**src/rtl/dcsp_pkg.sv**
```systemverilog
`timescale 1ns / 1ps
// ----------------------------------------------------------------------------
// dcsp_pkg
// Shared types and constants for the DIMACS CNF stream parser.
// ----------------------------------------------------------------------------
package dcsp_pkg;

	localparam int ACC_W   = 33;
	localparam int VARS_W  = 24;
	localparam int CLS_W   = 32;
	localparam int LIT_W   = 25;
	localparam int SUM_W   = ACC_W + 4;

	localparam logic [ACC_W-1:0] ACC_CAP     = 33'h1_FFFF_FFFF;
	localparam logic [ACC_W-1:0] MAX_VARS    = 33'd16777215;
	localparam logic [ACC_W-1:0] MAX_CLAUSES = 33'd4294967295;

	localparam int Q_DEPTH = 4;
	localparam int Q_AW    = $clog2(Q_DEPTH);
	localparam int Q_CW    = $clog2(Q_DEPTH + 1);

	localparam logic [2:0] KIND_LIT    = 3'd0;
	localparam logic [2:0] KIND_CLAUSE = 3'd1;
	localparam logic [2:0] KIND_HEADER = 3'd2;
	localparam logic [2:0] KIND_DONE   = 3'd3;
	localparam logic [2:0] KIND_ERROR  = 3'd4;

	localparam logic [3:0] ERR_EOF_HEADER   = 4'd0;
	localparam logic [3:0] ERR_EOF_HCOMMENT = 4'd1;
	localparam logic [3:0] ERR_EOF_BCOMMENT = 4'd2;
	localparam logic [3:0] ERR_BAD_HEADER   = 4'd3;
	localparam logic [3:0] ERR_NEG_NO_DIGIT = 4'd4;
	localparam logic [3:0] ERR_EXPECT_LIT   = 4'd5;
	localparam logic [3:0] ERR_LIT_RANGE    = 4'd6;
	localparam logic [3:0] ERR_TOO_MANY     = 4'd7;
	localparam logic [3:0] ERR_COUNT_MISS   = 4'd8;

	localparam logic [7:0] CH_ZERO  = 8'h30;
	localparam logic [7:0] CH_NINE  = 8'h39;
	localparam logic [7:0] CH_C     = 8'h63;
	localparam logic [7:0] CH_P     = 8'h70;
	localparam logic [7:0] CH_N     = 8'h6E;
	localparam logic [7:0] CH_F     = 8'h66;
	localparam logic [7:0] CH_MINUS = 8'h2D;
	localparam logic [7:0] CH_SPACE = 8'h20;
	localparam logic [7:0] CH_TAB   = 8'h09;
	localparam logic [7:0] CH_CR    = 8'h0D;
	localparam logic [7:0] CH_LF    = 8'h0A;

	typedef enum logic [4:0] {
		PH_HSTART,
		PH_HCOMMENT,
		PH_P1,
		PH_P2,
		PH_P3,
		PH_P4,
		PH_P5,
		PH_VFIRST,
		PH_VMORE,
		PH_CFIRST,
		PH_CMORE,
		PH_BODY,
		PH_BCOMMENT,
		PH_NEG,
		PH_LIT,
		PH_DONE,
		PH_ERR
	} phase_t;

	typedef struct packed {
		logic [2:0]        kind;
		logic [LIT_W-1:0]  lit;
		logic [VARS_W-1:0] vars;
		logic [CLS_W-1:0]  cls;
		logic [3:0]        err;
		logic              last;
	} res_t;

	typedef struct packed {
		logic [1:0] cnt;
		res_t       r0;
		res_t       r1;
	} push_t;

	function automatic res_t make_res(input logic [2:0] kind);
		res_t r;
		r      = '0;
		r.kind = kind;
		return r;
	endfunction

	function automatic res_t make_err(input logic [3:0] code);
		res_t r;
		r      = '0;
		r.kind = KIND_ERROR;
		r.err  = code;
		return r;
	endfunction

endpackage

```
**src/rtl/dcsp_front.sv**
```systemverilog
`timescale 1ns / 1ps
// ----------------------------------------------------------------------------
// dcsp_front
// Parser front end: classifies each byte and produces up to two results.
// ----------------------------------------------------------------------------
module dcsp_front import dcsp_pkg::*; (
	input  logic       clk,
	input  logic       arst_n,
	input  logic       fire,
	input  logic [7:0] text_byte,
	input  logic       at_end,
	output push_t      push
);

	phase_t             phase_q, phase_d;
	logic [ACC_W-1:0]   acc_q, acc_d;
	logic               neg_q, neg_d;
	logic [VARS_W-1:0]  vars_q, vars_d;
	logic [CLS_W-1:0]   cls_q, cls_d;
	logic [ACC_W-1:0]   seen_q, seen_d;

	logic               is_digit;
	logic [3:0]         dval;
	logic [SUM_W-1:0]   acc_sum;
	logic [ACC_W-1:0]   acc_next;
	logic [7:0]         hdr_ch;

	logic [CLS_W-1:0]   cls_eff;
	logic [ACC_W-1:0]   seen_eff;
	logic               b_emit;
	res_t               b_res;
	phase_t             b_phase;
	logic               b_neg;
	logic [ACC_W-1:0]   b_acc;
	logic               b_inc;
	logic               ws;

	logic [1:0]         n;
	res_t               r0, r1;

	assign is_digit = (text_byte >= CH_ZERO) && (text_byte <= CH_NINE);
	assign dval     = 4'(text_byte - CH_ZERO);
	assign acc_sum  = {acc_q, 3'b000} + {2'b00, acc_q, 1'b0} + SUM_W'(dval);
	assign acc_next = (acc_sum > SUM_W'(ACC_CAP)) ? ACC_CAP : acc_sum[ACC_W-1:0];
	assign ws       = (text_byte == CH_SPACE) || (text_byte == CH_TAB) ||
	                  (text_byte == CH_CR) || (text_byte == CH_LF);

	always_comb begin
		unique case (phase_q)
			PH_P1:   hdr_ch = CH_SPACE;
			PH_P2:   hdr_ch = CH_C;
			PH_P3:   hdr_ch = CH_N;
			PH_P4:   hdr_ch = CH_F;
			default: hdr_ch = CH_SPACE;
		endcase
	end

	always_comb begin
		if (phase_q == PH_CMORE) begin
			cls_eff  = acc_q[CLS_W-1:0];
			seen_eff = '0;
		end else begin
			cls_eff  = cls_q;
			seen_eff = seen_q;
		end
		b_emit  = 1'b0;
		b_res   = '0;
		b_phase = PH_BODY;
		b_neg   = neg_q;
		b_acc   = acc_q;
		b_inc   = 1'b0;
		if (at_end) begin
			b_emit = 1'b1;
			if (seen_eff != ACC_W'(cls_eff)) begin
				b_res   = make_err(ERR_COUNT_MISS);
				b_phase = PH_ERR;
			end else begin
				b_res   = make_res(KIND_DONE);
				b_phase = PH_DONE;
			end
		end else if (ws) begin
			b_phase = PH_BODY;
		end else if (text_byte == CH_C) begin
			b_phase = PH_BCOMMENT;
		end else if (text_byte == CH_ZERO) begin
			b_emit = 1'b1;
			if (seen_eff >= ACC_W'(cls_eff)) begin
				b_res   = make_err(ERR_TOO_MANY);
				b_phase = PH_ERR;
			end else begin
				b_inc = 1'b1;
				b_res = make_res(KIND_CLAUSE);
			end
		end else if (text_byte == CH_MINUS) begin
			b_neg   = 1'b1;
			b_phase = PH_NEG;
		end else if (is_digit) begin
			b_neg   = 1'b0;
			b_acc   = ACC_W'(dval);
			b_phase = PH_LIT;
		end else begin
			b_emit  = 1'b1;
			b_res   = make_err(ERR_EXPECT_LIT);
			b_phase = PH_ERR;
		end
	end

	always_comb begin
		phase_d = phase_q;
		acc_d   = acc_q;
		neg_d   = neg_q;
		vars_d  = vars_q;
		cls_d   = cls_q;
		seen_d  = seen_q;
		n       = 2'd0;
		r0      = '0;
		r1      = '0;
		unique case (phase_q)
			PH_HSTART: begin
				if (at_end) begin
					n = 2'd1; r0 = make_err(ERR_EOF_HEADER); phase_d = PH_ERR;
				end else if (text_byte == CH_C) begin
					phase_d = PH_HCOMMENT;
				end else if (text_byte == CH_P) begin
					phase_d = PH_P1;
				end else begin
					n = 2'd1; r0 = make_err(ERR_BAD_HEADER); phase_d = PH_ERR;
				end
			end
			PH_HCOMMENT: begin
				if (at_end) begin
					n = 2'd1; r0 = make_err(ERR_EOF_HCOMMENT); phase_d = PH_ERR;
				end else if (text_byte == CH_LF) begin
					phase_d = PH_HSTART;
				end
			end
			PH_P1, PH_P2, PH_P3, PH_P4, PH_P5: begin
				if (at_end || text_byte != hdr_ch) begin
					n = 2'd1; r0 = make_err(ERR_BAD_HEADER); phase_d = PH_ERR;
				end else if (phase_q == PH_P5) begin
					phase_d = PH_VFIRST;
				end else begin
					phase_d = phase_t'(phase_q + 5'd1);
				end
			end
			PH_VFIRST, PH_CFIRST: begin
				if (at_end) begin
					n = 2'd1; r0 = make_err(ERR_EOF_HEADER); phase_d = PH_ERR;
				end else if (!is_digit) begin
					n = 2'd1; r0 = make_err(ERR_BAD_HEADER); phase_d = PH_ERR;
				end else begin
					acc_d   = ACC_W'(dval);
					phase_d = (phase_q == PH_VFIRST) ? PH_VMORE : PH_CMORE;
				end
			end
			PH_VMORE: begin
				if (at_end) begin
					n = 2'd1; r0 = make_err(ERR_EOF_HEADER); phase_d = PH_ERR;
				end else if (is_digit) begin
					acc_d = acc_next;
				end else if (acc_q > MAX_VARS) begin
					n = 2'd1; r0 = make_err(ERR_BAD_HEADER); phase_d = PH_ERR;
				end else begin
					vars_d  = acc_q[VARS_W-1:0];
					phase_d = PH_CFIRST;
				end
			end
			PH_CMORE: begin
				if (!at_end && is_digit) begin
					acc_d = acc_next;
				end else if (acc_q > MAX_CLAUSES) begin
					n = 2'd1; r0 = make_err(ERR_BAD_HEADER); phase_d = PH_ERR;
				end else begin
					cls_d   = acc_q[CLS_W-1:0];
					r0      = make_res(KIND_HEADER);
					r0.vars = vars_q;
					r0.cls  = acc_q[CLS_W-1:0];
					r1      = b_res;
					n       = b_emit ? 2'd2 : 2'd1;
					phase_d = b_phase;
					neg_d   = b_neg;
					acc_d   = b_acc;
					seen_d  = seen_eff + ACC_W'(b_inc);
				end
			end
			PH_BODY: begin
				r0      = b_res;
				n       = b_emit ? 2'd1 : 2'd0;
				phase_d = b_phase;
				neg_d   = b_neg;
				acc_d   = b_acc;
				seen_d  = seen_eff + ACC_W'(b_inc);
			end
			PH_BCOMMENT: begin
				if (at_end) begin
					n = 2'd1; r0 = make_err(ERR_EOF_BCOMMENT); phase_d = PH_ERR;
				end else if (text_byte == CH_LF) begin
					phase_d = PH_BODY;
				end
			end
			PH_NEG: begin
				if (at_end || !is_digit) begin
					n = 2'd1; r0 = make_err(ERR_NEG_NO_DIGIT); phase_d = PH_ERR;
				end else begin
					acc_d   = ACC_W'(dval);
					phase_d = PH_LIT;
				end
			end
			PH_LIT: begin
				if (!at_end && is_digit) begin
					acc_d = acc_next;
				end else if (acc_q == '0 || acc_q > ACC_W'(vars_q)) begin
					n = 2'd1; r0 = make_err(ERR_LIT_RANGE); phase_d = PH_ERR;
				end else begin
					r0      = make_res(KIND_LIT);
					r0.lit  = LIT_W'({acc_q[LIT_W-2:0] - (LIT_W-1)'(1), neg_q});
					r1      = b_res;
					n       = b_emit ? 2'd2 : 2'd1;
					phase_d = b_phase;
					neg_d   = b_neg;
					acc_d   = b_acc;
					seen_d  = seen_eff + ACC_W'(b_inc);
				end
			end
			PH_DONE, PH_ERR: begin
				phase_d = phase_q;
			end
			default: begin
				phase_d = PH_ERR;
			end
		endcase
		if (n == 2'd1) r0.last = 1'b1;
		if (n == 2'd2) r1.last = 1'b1;
	end

	assign push.cnt = fire ? n : 2'd0;
	assign push.r0  = r0;
	assign push.r1  = r1;

	always_ff @(posedge clk or negedge arst_n) begin
		if (!arst_n) begin
			phase_q <= PH_HSTART;
			acc_q   <= '0;
			neg_q   <= 1'b0;
			vars_q  <= '0;
			cls_q   <= '0;
			seen_q  <= '0;
		end else if (fire) begin
			phase_q <= phase_d;
			acc_q   <= acc_d;
			neg_q   <= neg_d;
			vars_q  <= vars_d;
			cls_q   <= cls_d;
			seen_q  <= seen_d;
		end
	end

endmodule

```
**src/rtl/dcsp_queue.sv**
```systemverilog
`timescale 1ns / 1ps
// ----------------------------------------------------------------------------
// dcsp_queue
// Result queue: takes up to two results a cycle, hands out one a cycle while pop is high.
// ----------------------------------------------------------------------------
module dcsp_queue import dcsp_pkg::*; (
	input  logic  clk,
	input  logic  arst_n,
	input  push_t push,
	input  logic  pop,
	output logic  has_room,
	output logic  not_empty,
	output res_t  head
);

	res_t            mem_q [Q_DEPTH];
	logic [Q_AW-1:0] wr_q;
	logic [Q_AW-1:0] rd_q;
	logic [Q_CW-1:0] cnt_q;
	logic [Q_AW-1:0] wr_p1;
	logic            do_pop;

	assign wr_p1     = wr_q + Q_AW'(1);
	assign not_empty = (cnt_q != '0);
	assign has_room  = (cnt_q <= Q_CW'(Q_DEPTH - 2));
	assign do_pop    = pop && not_empty;
	assign head      = mem_q[rd_q];

	always_ff @(posedge clk) begin
		if (push.cnt != 2'd0) mem_q[wr_q] <= push.r0;
		if (push.cnt == 2'd2) mem_q[wr_p1] <= push.r1;
	end

	always_ff @(posedge clk or negedge arst_n) begin
		if (!arst_n) begin
			wr_q  <= '0;
			rd_q  <= '0;
			cnt_q <= '0;
		end else begin
			wr_q  <= wr_q + Q_AW'(push.cnt);
			if (do_pop) rd_q <= rd_q + Q_AW'(1);
			cnt_q <= cnt_q + Q_CW'(push.cnt) - Q_CW'(do_pop);
		end
	end

endmodule

```
**src/rtl/dimacs_cnf_stream_parser_top.sv**
```systemverilog
`timescale 1ns / 1ps
// Results: a result enters the result queue when the byte that causes it is accepted.
// Throughput: one byte per cycle while the queue has room; a byte that causes two
// results puts both into the four-entry result queue behind the parser.
// Reset: arst_n clears the parser phase, counters and queue pointers at once.
// ----------------------------------------------------------------------------
// dimacs_cnf_stream_parser_top
// Streaming DIMACS CNF parser: parser front end feeding a result queue.
// ----------------------------------------------------------------------------
module dimacs_cnf_stream_parser_top import dcsp_pkg::*; (
	input  logic              clk,
	input  logic              arst_n,
	input  logic              text_valid,
	output logic              text_ready,
	input  logic [7:0]        text_byte,
	input  logic              at_end,
	output logic              result_valid,
	input  logic              result_ready,
	output logic [2:0]        kind,
	output logic [LIT_W-1:0]  encoded_literal,
	output logic [VARS_W-1:0] variable_count,
	output logic [CLS_W-1:0]  clause_total,
	output logic [3:0]        error_code,
	output logic              last_of_run
);

	push_t push;
	res_t  head;
	logic  has_room;
	logic  fire;

	assign text_ready = has_room;
	assign fire       = text_valid && has_room;

	dcsp_front u_front (
		.clk       (clk),
		.arst_n    (arst_n),
		.fire      (fire),
		.text_byte (text_byte),
		.at_end    (at_end),
		.push      (push)
	);

	dcsp_queue u_queue (
		.clk       (clk),
		.arst_n    (arst_n),
		.push      (push),
		.pop       (result_ready),
		.has_room  (has_room),
		.not_empty (result_valid),
		.head      (head)
	);

	assign kind            = head.kind;
	assign encoded_literal = head.lit;
	assign variable_count  = head.vars;
	assign clause_total    = head.cls;
	assign error_code      = head.err;
	assign last_of_run     = head.last;

endmodule
```
**config.mk**
```make
export PLATFORM = sky130hd
export DESIGN_NAME = dimacs_cnf_stream_parser_top
export DESIGN_NICKNAME = d
export VERILOG_FILES = /design/src/rtl/dcsp_pkg.sv /design/src/rtl/dcsp_front.sv /design/src/rtl/dcsp_queue.sv /design/src/rtl/dimacs_cnf_stream_parser_top.sv
export SDC_FILE = /design/constraint.sdc
export NUM_CORES = 1
export LEC_CHECK = 0
export BUFFER_PORTS_ARGS = -buffer_cell sky130_fd_sc_hd__buf_4
export CAP_MARGIN = 20
export CORE_ASPECT_RATIO = 0.9
export CORE_MARGIN = 2
export CORE_UTILIZATION = 48
export DETAILED_ROUTE_END_ITERATION = 10
export GPL_TIMING_DRIVEN = 0
export SLEW_MARGIN = 20
export SYNTH_ARGS = -nofsm -noshare
export SYNTH_HDL_FRONTEND = slang
export SYNTH_SLANG_ARGS = --single-unit
```
**constraint.sdc**
```tcl
create_clock -name clk -period 6.5 [get_ports clk]
set_input_delay 0.65 -clock clk [delete_from_list [all_inputs] [get_ports clk]]
set_output_delay 0.65 -clock clk [all_outputs]
set_load 0.005 [all_outputs]
```
==> results.py, run 1 <==
metrics = {
    "run_status": {
        "status": "completed",
    },
    "die": {
        "die_w_microns": 256.3,
        "rows": 83,
        "chipHeight_microns": 231.1,
        "io_pins": 104,
        "fp.dieArea_sq_um": 59210,
        "start_util": 0.4840,
        "fp.coreArea_sq_um": 56810,
    },
    "worst_setup_path": {
        "path_max_fanout": 10,
        "cp_top_family": "simple AND/OR/NAND/NOR gates",
        "cp_slowest_cell": "dfrtp_2",
        "rr_worst_depth": 27,
        "cp.arrival_ps": 6610,
        "end_kind": "flop",
        "startpoint_type": "flop",
        "required_ps": 7000,
        "path_class": "reg -> reg",
        "max_stage_delay_ps": 410,
        "reg2reg_to": "u_front.seen_q[28]$_DFFE_PN0P_",
        "rrSetupSlack_ps": 390,
        "timing.rr.start": "u_front.phase_q[0]$_DFFE_PN0P_",
        "cp_common_cell": "buf_4",
        "critPathBufInv": 6,
    },
    "sta": {
        "relSlewSlack": 0.2733,
        "final-setup-viol-count": 0,
        "grt_setup_unrepaired": "no",
        "whs_ps": 455.9,
        "period_minus_slack_ps": 6114,
        "clock_skew_ps": 20.87,
        "hold_violations": 0,
        "drv_slew": 0,
        "fin_crit_sh": 0.9406,
        "setup_tns_ps": 0,
        "clock.fmax_mhz": 163.6,
        "tightest_slew_ps": 1082,
    },
    "detailed_routing": {
        "dr.pass1.iters": 5,
        "route.detailed.drc": 0,
        "detail-route-antenna-nets": 0,
        "routed_wl_mm": 92.73,
        "vias_per_cell": 6.143,
        "initialDrtViolationCount": 2263,
        "vias": 24100,
        "wl_per_cell_microns": 23.64,
    },
    "finish": {
        "mostFrequentLayoutCell": "nand2_1",
        "multi_input_area_sq_um": 15350,
        "drive_above_1_share": 0.1539,
        "mostFrequentLayoutCells": "396 x nand2_1, 324 x dfxtp_1, 200 x nor2_1",
        "regArea_sq_um": 10830,
        "final_nets": 3264,
        "syn_to_final_growth_pct": 13.35,
        "nFillCells": 5136,
    },
    "place": {
        "routabilityCongestion": 0.9388,
        "dp_hpwl_mm": 68.87,
        "io_buffers": 103,
    },
    "power": {
        "power.density_nw_per_um2": 256.3,
        "peakVddDrop_mv": 0.2000,
        "finalPower_w": 0.007987,
        "power_leakage_nw": 12.63,
    },
    "worst_hold_path": {
        "hold_class": "reg -> reg",
        "whs_endpoint": "u_queue.mem_q[1][17]$_SDFFE_PP0N_",
        "min_from": "u_queue.mem_q[1][17]$_SDFFE_PP0N_",
        "hold_path_depth": 2,
    },
    "clock_network": {
        "clkSlewWorstSetupHoldPaths_ps": 70,
        "cts_buffers": 52,
        "worstSkewPairLatency_ps": 640,
        "cts_tree": "done",
        "cts_root_buffer": "clkbuf_16",
        "clockBufferDepth": 3,
        "htreeDepth": 2,
        "cts.sinks": 491,
    },
    "logic_synthesis": {
        "syn_area_per_cell_sq_um": 9.327,
        "yosys.area.top_type": "dfxtp_1",
        "synth.area.top_cells": "dfxtp_1 24%, dfrtp_1 12%, mux4_2 7.3%, ha_1 6.1%, nand2_1 5.4%",
        "synth_async_sr_flop_share": 0.2749,
        "syn_inst": 2948,
        "yosys.area.top_type_share": 0.2359,
        "synth_edf_count": 32,
        "synth-seq-area-share": 0.3937,
        "ys_warn_count": 0,
        "netlist_area_sq_um": 27500,
        "ys_ff_latch": 491,
        "synth_nets": 3097,
        "synth_cell_types": 99,
        "synthFlopType": "dfxtp_1",
    },
    "global_routing": {
        "overflow": 0,
        "grt_pass1_wl_mm": 142.7,
        "grt_usage": 0.3097,
        "grt_max_degree": 93,
        "antenna_found_initial": 0,
        "grt_pass1_vias": 23571,
    },
    "run": {
        "maxCapViolCount": 0,
    },
}
==> through the flow <==
step	area [sq um]	std cells	util	worst slack [ps]
floorplan	27500	2948	-	795.5
global placement	29230	3816	0.5145	-1233
detailed placement	29290	3819	0.5155	-1452
CTS	31100	3918	0.5475	1.583
global route	31160	3922	0.5486	1.728
finish	31170	3923	0.5486	385.9
==> repair_timing <==
item,in CTS,in global routing
resized for setup,13,19
gates cloned,0,0
hold endpoints to repair,43,0
buffers inserted,2,4
pin swaps,2,3
hold buffers,1,0
setup endpoints to repair,26,17
==> where the power goes <==
| group | internal [W] | switching, W | leakage [nW] | total (W) |
|---|---|---|---|---|
| registers | 0.00311 | 0.0000865 | 4.77 | 0.00319 |
| logic | 0.000673 | 0.00102 | 7.01 | 0.00169 |
| clock network | 0.00178 | 0.00132 | 0.862 | 0.00310 |
==> tightest hold or removal path, stage by stage (launching register included) <==
cell and delay (ps):
dfxtp_1 310, nand2_1 50, a21oi_1 50
==> Yosys cell counts, types with 12 or more instances <==
cell       instances
a21oi_2           26
nor2_1           201
nor4_1            14
and2_1            55
o31ai_1           26
nand2b_1          41
mux2_2            23
o21ai_1           43
ha_1             133
o22ai_1           15
nand4_1           29
a21o_1            33
nand3_1          134
dfxtp_1          324
mux4_2            89
xnor2_1           33
o21ai_0          123
a31oi_1           30
a31o_1            84
a22o_1            27
nor3_1            35
buf_2             52
dfrtp_1          135
inv_1             53
xor2_1            20
and3_1            29
or3_1             20
buf_4             22
buf_1             12
o2bb2ai_1         57
edfxtp_1          32
mux2i_1           31
a211oi_1          13
clkbuf_1         126
nor2b_1           18
nand2_2           22
mux2_1            31
nand2_1          396
a21oi_1          193
==> worst max path at each step <==
stage                                              start                              to  slack, ps  cells past startpoint
final                     u_front.phase_q[0]$_DFFE_PN0P_  u_front.seen_q[28]$_DFFE_PN0P_        390                     27
after global placement    u_front.phase_q[0]$_DFFE_PN0P_  u_front.seen_q[32]$_DFFE_PN0P_      -1230                     26
after CTS                 u_front.phase_q[0]$_DFFE_PN0P_  u_front.seen_q[22]$_DFFE_PN0P_          2                     27
after detailed placement  u_front.phase_q[0]$_DFFE_PN0P_  u_front.seen_q[29]$_DFFE_PN0P_      -1450                     25
after floorplan           u_front.phase_q[0]$_DFFE_PN0P_  u_front.seen_q[32]$_DFFE_PN0P_        800                     26
after global routing      u_front.phase_q[0]$_DFFE_PN0P_  u_front.seen_q[29]$_DFFE_PN0P_          2                     27
==> per-layer routing <==
| layer | track usage | up-vias | wire length, microns |
|---|---|---|---|
| met5 | 0 | - | 0 |
| met4 | 0.1018 | 0 | 3034 |
| met3 | 0.04746 | 160 | 5947 |
| met2 | 0.4963 | 876 | 42340 |
| met1 | 0.4299 | 11984 | 41400 |
| li1 | - | 11080 | - |
==> registers in the layout, summed over array words and instances (netlist names), 3 cells and up <==
register         cells
u_front.acc_q       33
u_queue.cnt_q        3
u_queue.mem_q      356
u_front.cls_q       32
u_front.phase_q      5
u_front.vars_q      24
u_front.seen_q      33
==> cells by family (layout without fill, tap and decap cells) <==
group                      count (synthesis)  in the layout  share of synthesized area
xor gates and xnor gates                  53             53                    0.01688
muxes                                    174            174                     0.1063
adders and majority gates                136            136                    0.06271
buffers and inverters                    283            492                    0.05019
AOI/OAI and AO/OA                        753            753                     0.1852
other                                      0              1                          0
and+or+nand+nor                         1058           1058                     0.1850
DFF                                      491            491                     0.3937
==> final cells by class <==
type,instances,share of cell area
antenna,1,0.00008029
buffer,229,0.03858
clock buffer,82,0.05022
clock inverter,14,0.005821
inverter,54,0.006504
multi-input combinational,2174,0.4926
sequential,491,0.3474
tap,765,0.03071
timing repair buffer,113,0.02810
(Power assumes the default switching activity.)
==> run 2, diff against run 1 <==
--- a/config.mk
+++ b/config.mk
@@ -12,6 +12,8 @@
 export CORE_UTILIZATION = 48
 export DETAILED_ROUTE_END_ITERATION = 10
 export GPL_TIMING_DRIVEN = 0
+export MAX_ROUTING_LAYER = met4
+export PLACE_DENSITY = 0.75
 export SLEW_MARGIN = 20
 export SYNTH_ARGS = -nofsm -noshare
 export SYNTH_HDL_FRONTEND = slang
==> run 2 against run 1 <==
Global-route usage decreased by 1.4 points. Clock skew rose by 14 ps. Sequential power about the same. First-iteration DRC count increased by 19%. Highest routed layer unchanged.
==> results.py, run 2 (same netlist as run 1, synthesis figures left out) <==
metrics = {
    "run_status": {
        "status": "completed",
    },
    "worst_setup_path": {
        "path_class": "reg -> reg",
        "rrSetupSlack_ps": 400,
        "max_stage_delay_ps": 420,
        "reg2reg_to": "u_front.seen_q[28]$_DFFE_PN0P_",
        "path_max_fanout": 10,
        "required_ps": 6990,
        "timing.rr.start": "u_front.phase_q[0]$_DFFE_PN0P_",
        "startpoint_type": "flop",
        "cp.arrival_ps": 6590,
        "cp_slowest_cell": "dfrtp_2",
        "cp_top_family": "simple AND/OR/NAND/NOR gates",
        "end_kind": "flop",
        "rr_worst_depth": 27,
        "critPathBufInv": 6,
    },
    "detailed_routing": {
        "initialDrtViolationCount": 2696,
        "vias": 24194,
        "dr.pass1.iters": 7,
        "route.detailed.drc": 0,
        "vias_per_cell": 6.175,
        "wl_per_cell_microns": 22.01,
        "routed_wl_mm": 86.25,
        "detail-route-antenna-nets": 0,
    },
    "sta": {
        "tightest_slew_ps": 1105,
        "whs_ps": 455.3,
        "relSlewSlack": 0.2557,
        "fin_crit_sh": 0.9381,
        "hold_violations": 0,
        "worst_slack_ps": 402.3,
        "final-setup-viol-count": 0,
        "clock_skew_ps": 34.92,
        "period_minus_slack_ps": 6098,
        "grt_setup_unrepaired": "no",
        "drv_slew": 0,
        "clock.fmax_mhz": 164.0,
    },
    "clock_network": {
        "cts_buffers": 51,
        "cts.sinks": 491,
        "cts_tree": "done",
        "htreeDepth": 2,
        "clkSlewWorstSetupHoldPaths_ps": 60,
        "worstSkewPairLatency_ps": 630,
        "cts_root_buffer": "clkbuf_16",
        "clockBufferDepth": 3,
    },
    "place": {
        "dpl_cell_area_sq_um": 29280,
        "io_buffers": 103,
        "routabilityCongestion": 0.9834,
        "place_inst": 3818,
        "dp_hpwl_mm": 63.08,
        "post-place-ws_ps": -999.4,
    },
    "finish": {
        "regMostFlops": "u_queue.mem_q",
        "mostFrequentLayoutCells": "396 x nand2_1, 324 x dfxtp_1, 200 x nor2_1",
        "mostFrequentLayoutCell": "nand2_1",
        "stdcell_count": 3918,
        "fin_area_sq_um": 31140,
        "drive_above_1_share": 0.1558,
        "syn_to_final_growth_pct": 13.27,
        "top_regs": "u_queue.mem_q x356, u_front.acc_q x33, u_front.seen_q x33",
        "final_nets": 3258,
        "largest_register_ffs": 356,
    },
    "run": {
        "maxCapViolCount": 0,
    },
    "die": {
        "io_pins": 104,
        "fp.dieArea_sq_um": 59210,
        "die_w_microns": 256.3,
        "fp.coreArea_sq_um": 56810,
        "start_util": 0.4840,
        "rows": 83,
        "chipHeight_microns": 231.1,
    },
    "power": {
        "peakVddDrop_mv": 0.1608,
        "power_leakage_nw": 12.61,
        "power.density_nw_per_um2": 254.7,
    },
    "worst_hold_path": {
        "hold_path_depth": 2,
        "whs_endpoint": "u_queue.mem_q[0][47]$_SDFFE_PP0P_",
        "hold_class": "reg -> reg",
        "min_from": "u_queue.mem_q[0][47]$_SDFFE_PP0P_",
    },
    "global_routing": {
        "grt_usage": 0.2959,
        "grt_pass1_vias": 23184,
        "antenna_found_initial": 1,
        "overflow": 0,
        "grt_pass1_wl_mm": 134.3,
        "grt_max_degree": 95,
    },
}
-- run 2: layout make-up --
type | instances | area [sq um]
Antenna cell | 1 | 2.502
Buffer | 229 | 1197
Clock buffer | 70 | 1479
Clock inverter | 26 | 285.3
Fill cell | 5100 | 25660
Inverter | 54 | 202.7
Multi-Input combinational cell | 2174 | 15350
Sequential cell | 491 | 10830
Tap cell | 765 | 957.2
Timing Repair Buffer | 108 | 838.3
-- run 2: worst reg2reg max path, delay by kind of cell (launching register included) --
| kind | cells | cell delay, ps |
|---|---|---|
| simple gates | 11 | 2360 |
| buf+inv | 6 | 1340 |
| fa+ha+maj | 4 | 950 |
| compound gates | 5 | 660 |
| flops | 1 | 420 |
| mux | 1 | 250 |
-- run 2: metal layers --
metal  vias up  share of wire  GRT usage
li1      11065              -          -
met1     11800           0.43     0.4021
met2      1138           0.45     0.4434
met3       191          0.091    0.05227
met4         0          0.035     0.1080
met5         -              0          -
-- run 2: worst max-delay path by stage --
| stage | to | from | slack [ps] | depth (start not counted) |
|---|---|---|---|---|
| finish | u_front.seen_q[28]$_DFFE_PN0P_ | u_front.phase_q[0]$_DFFE_PN0P_ | 400 | 27 |
| CTS | u_front.seen_q[32]$_DFFE_PN0P_ | u_front.phase_q[0]$_DFFE_PN0P_ | 0.7 | 25 |
| detailed placement | u_front.seen_q[27]$_DFFE_PN0P_ | u_front.phase_q[0]$_DFFE_PN0P_ | -1000 | 26 |
| global route | u_front.seen_q[28]$_DFFE_PN0P_ | u_front.phase_q[0]$_DFFE_PN0P_ | 2 | 27 |
| global placement | u_front.seen_q[27]$_DFFE_PN0P_ | u_front.phase_q[0]$_DFFE_PN0P_ | -970 | 26 |
| floorplan | u_front.seen_q[32]$_DFFE_PN0P_ | u_front.phase_q[0]$_DFFE_PN0P_ | 800 | 26 |
-- run 2: repair_timing --
item,4_1_cts,5_1_grt
buffers inserted,0,2
pin swaps,1,2
hold buffers,1,0
gates resized for setup,10,16
endpoints found under the setup margin,19,15
hold endpoints to repair,41,0
-- run 2: report_power, final --
part / switching (W) / internal, W
combinational: 0.00101 / 0.000671
sequential: 0.0000793 / 0.00311
clock: 0.00133 / 0.00173
-- run 2: stage by stage --
stage	setup TNS (ps)	util	total power, W
2_1_floorplan	0	-	0.004400
3_3_place_gp	-12030	0.5145	0.004898
3_5_place_dp	-11800	0.5154	0.004910
4_1_cts	0	0.5472	0.007931
5_1_grt	0	0.5482	0.008219
6_report	0	0.5482	0.007932
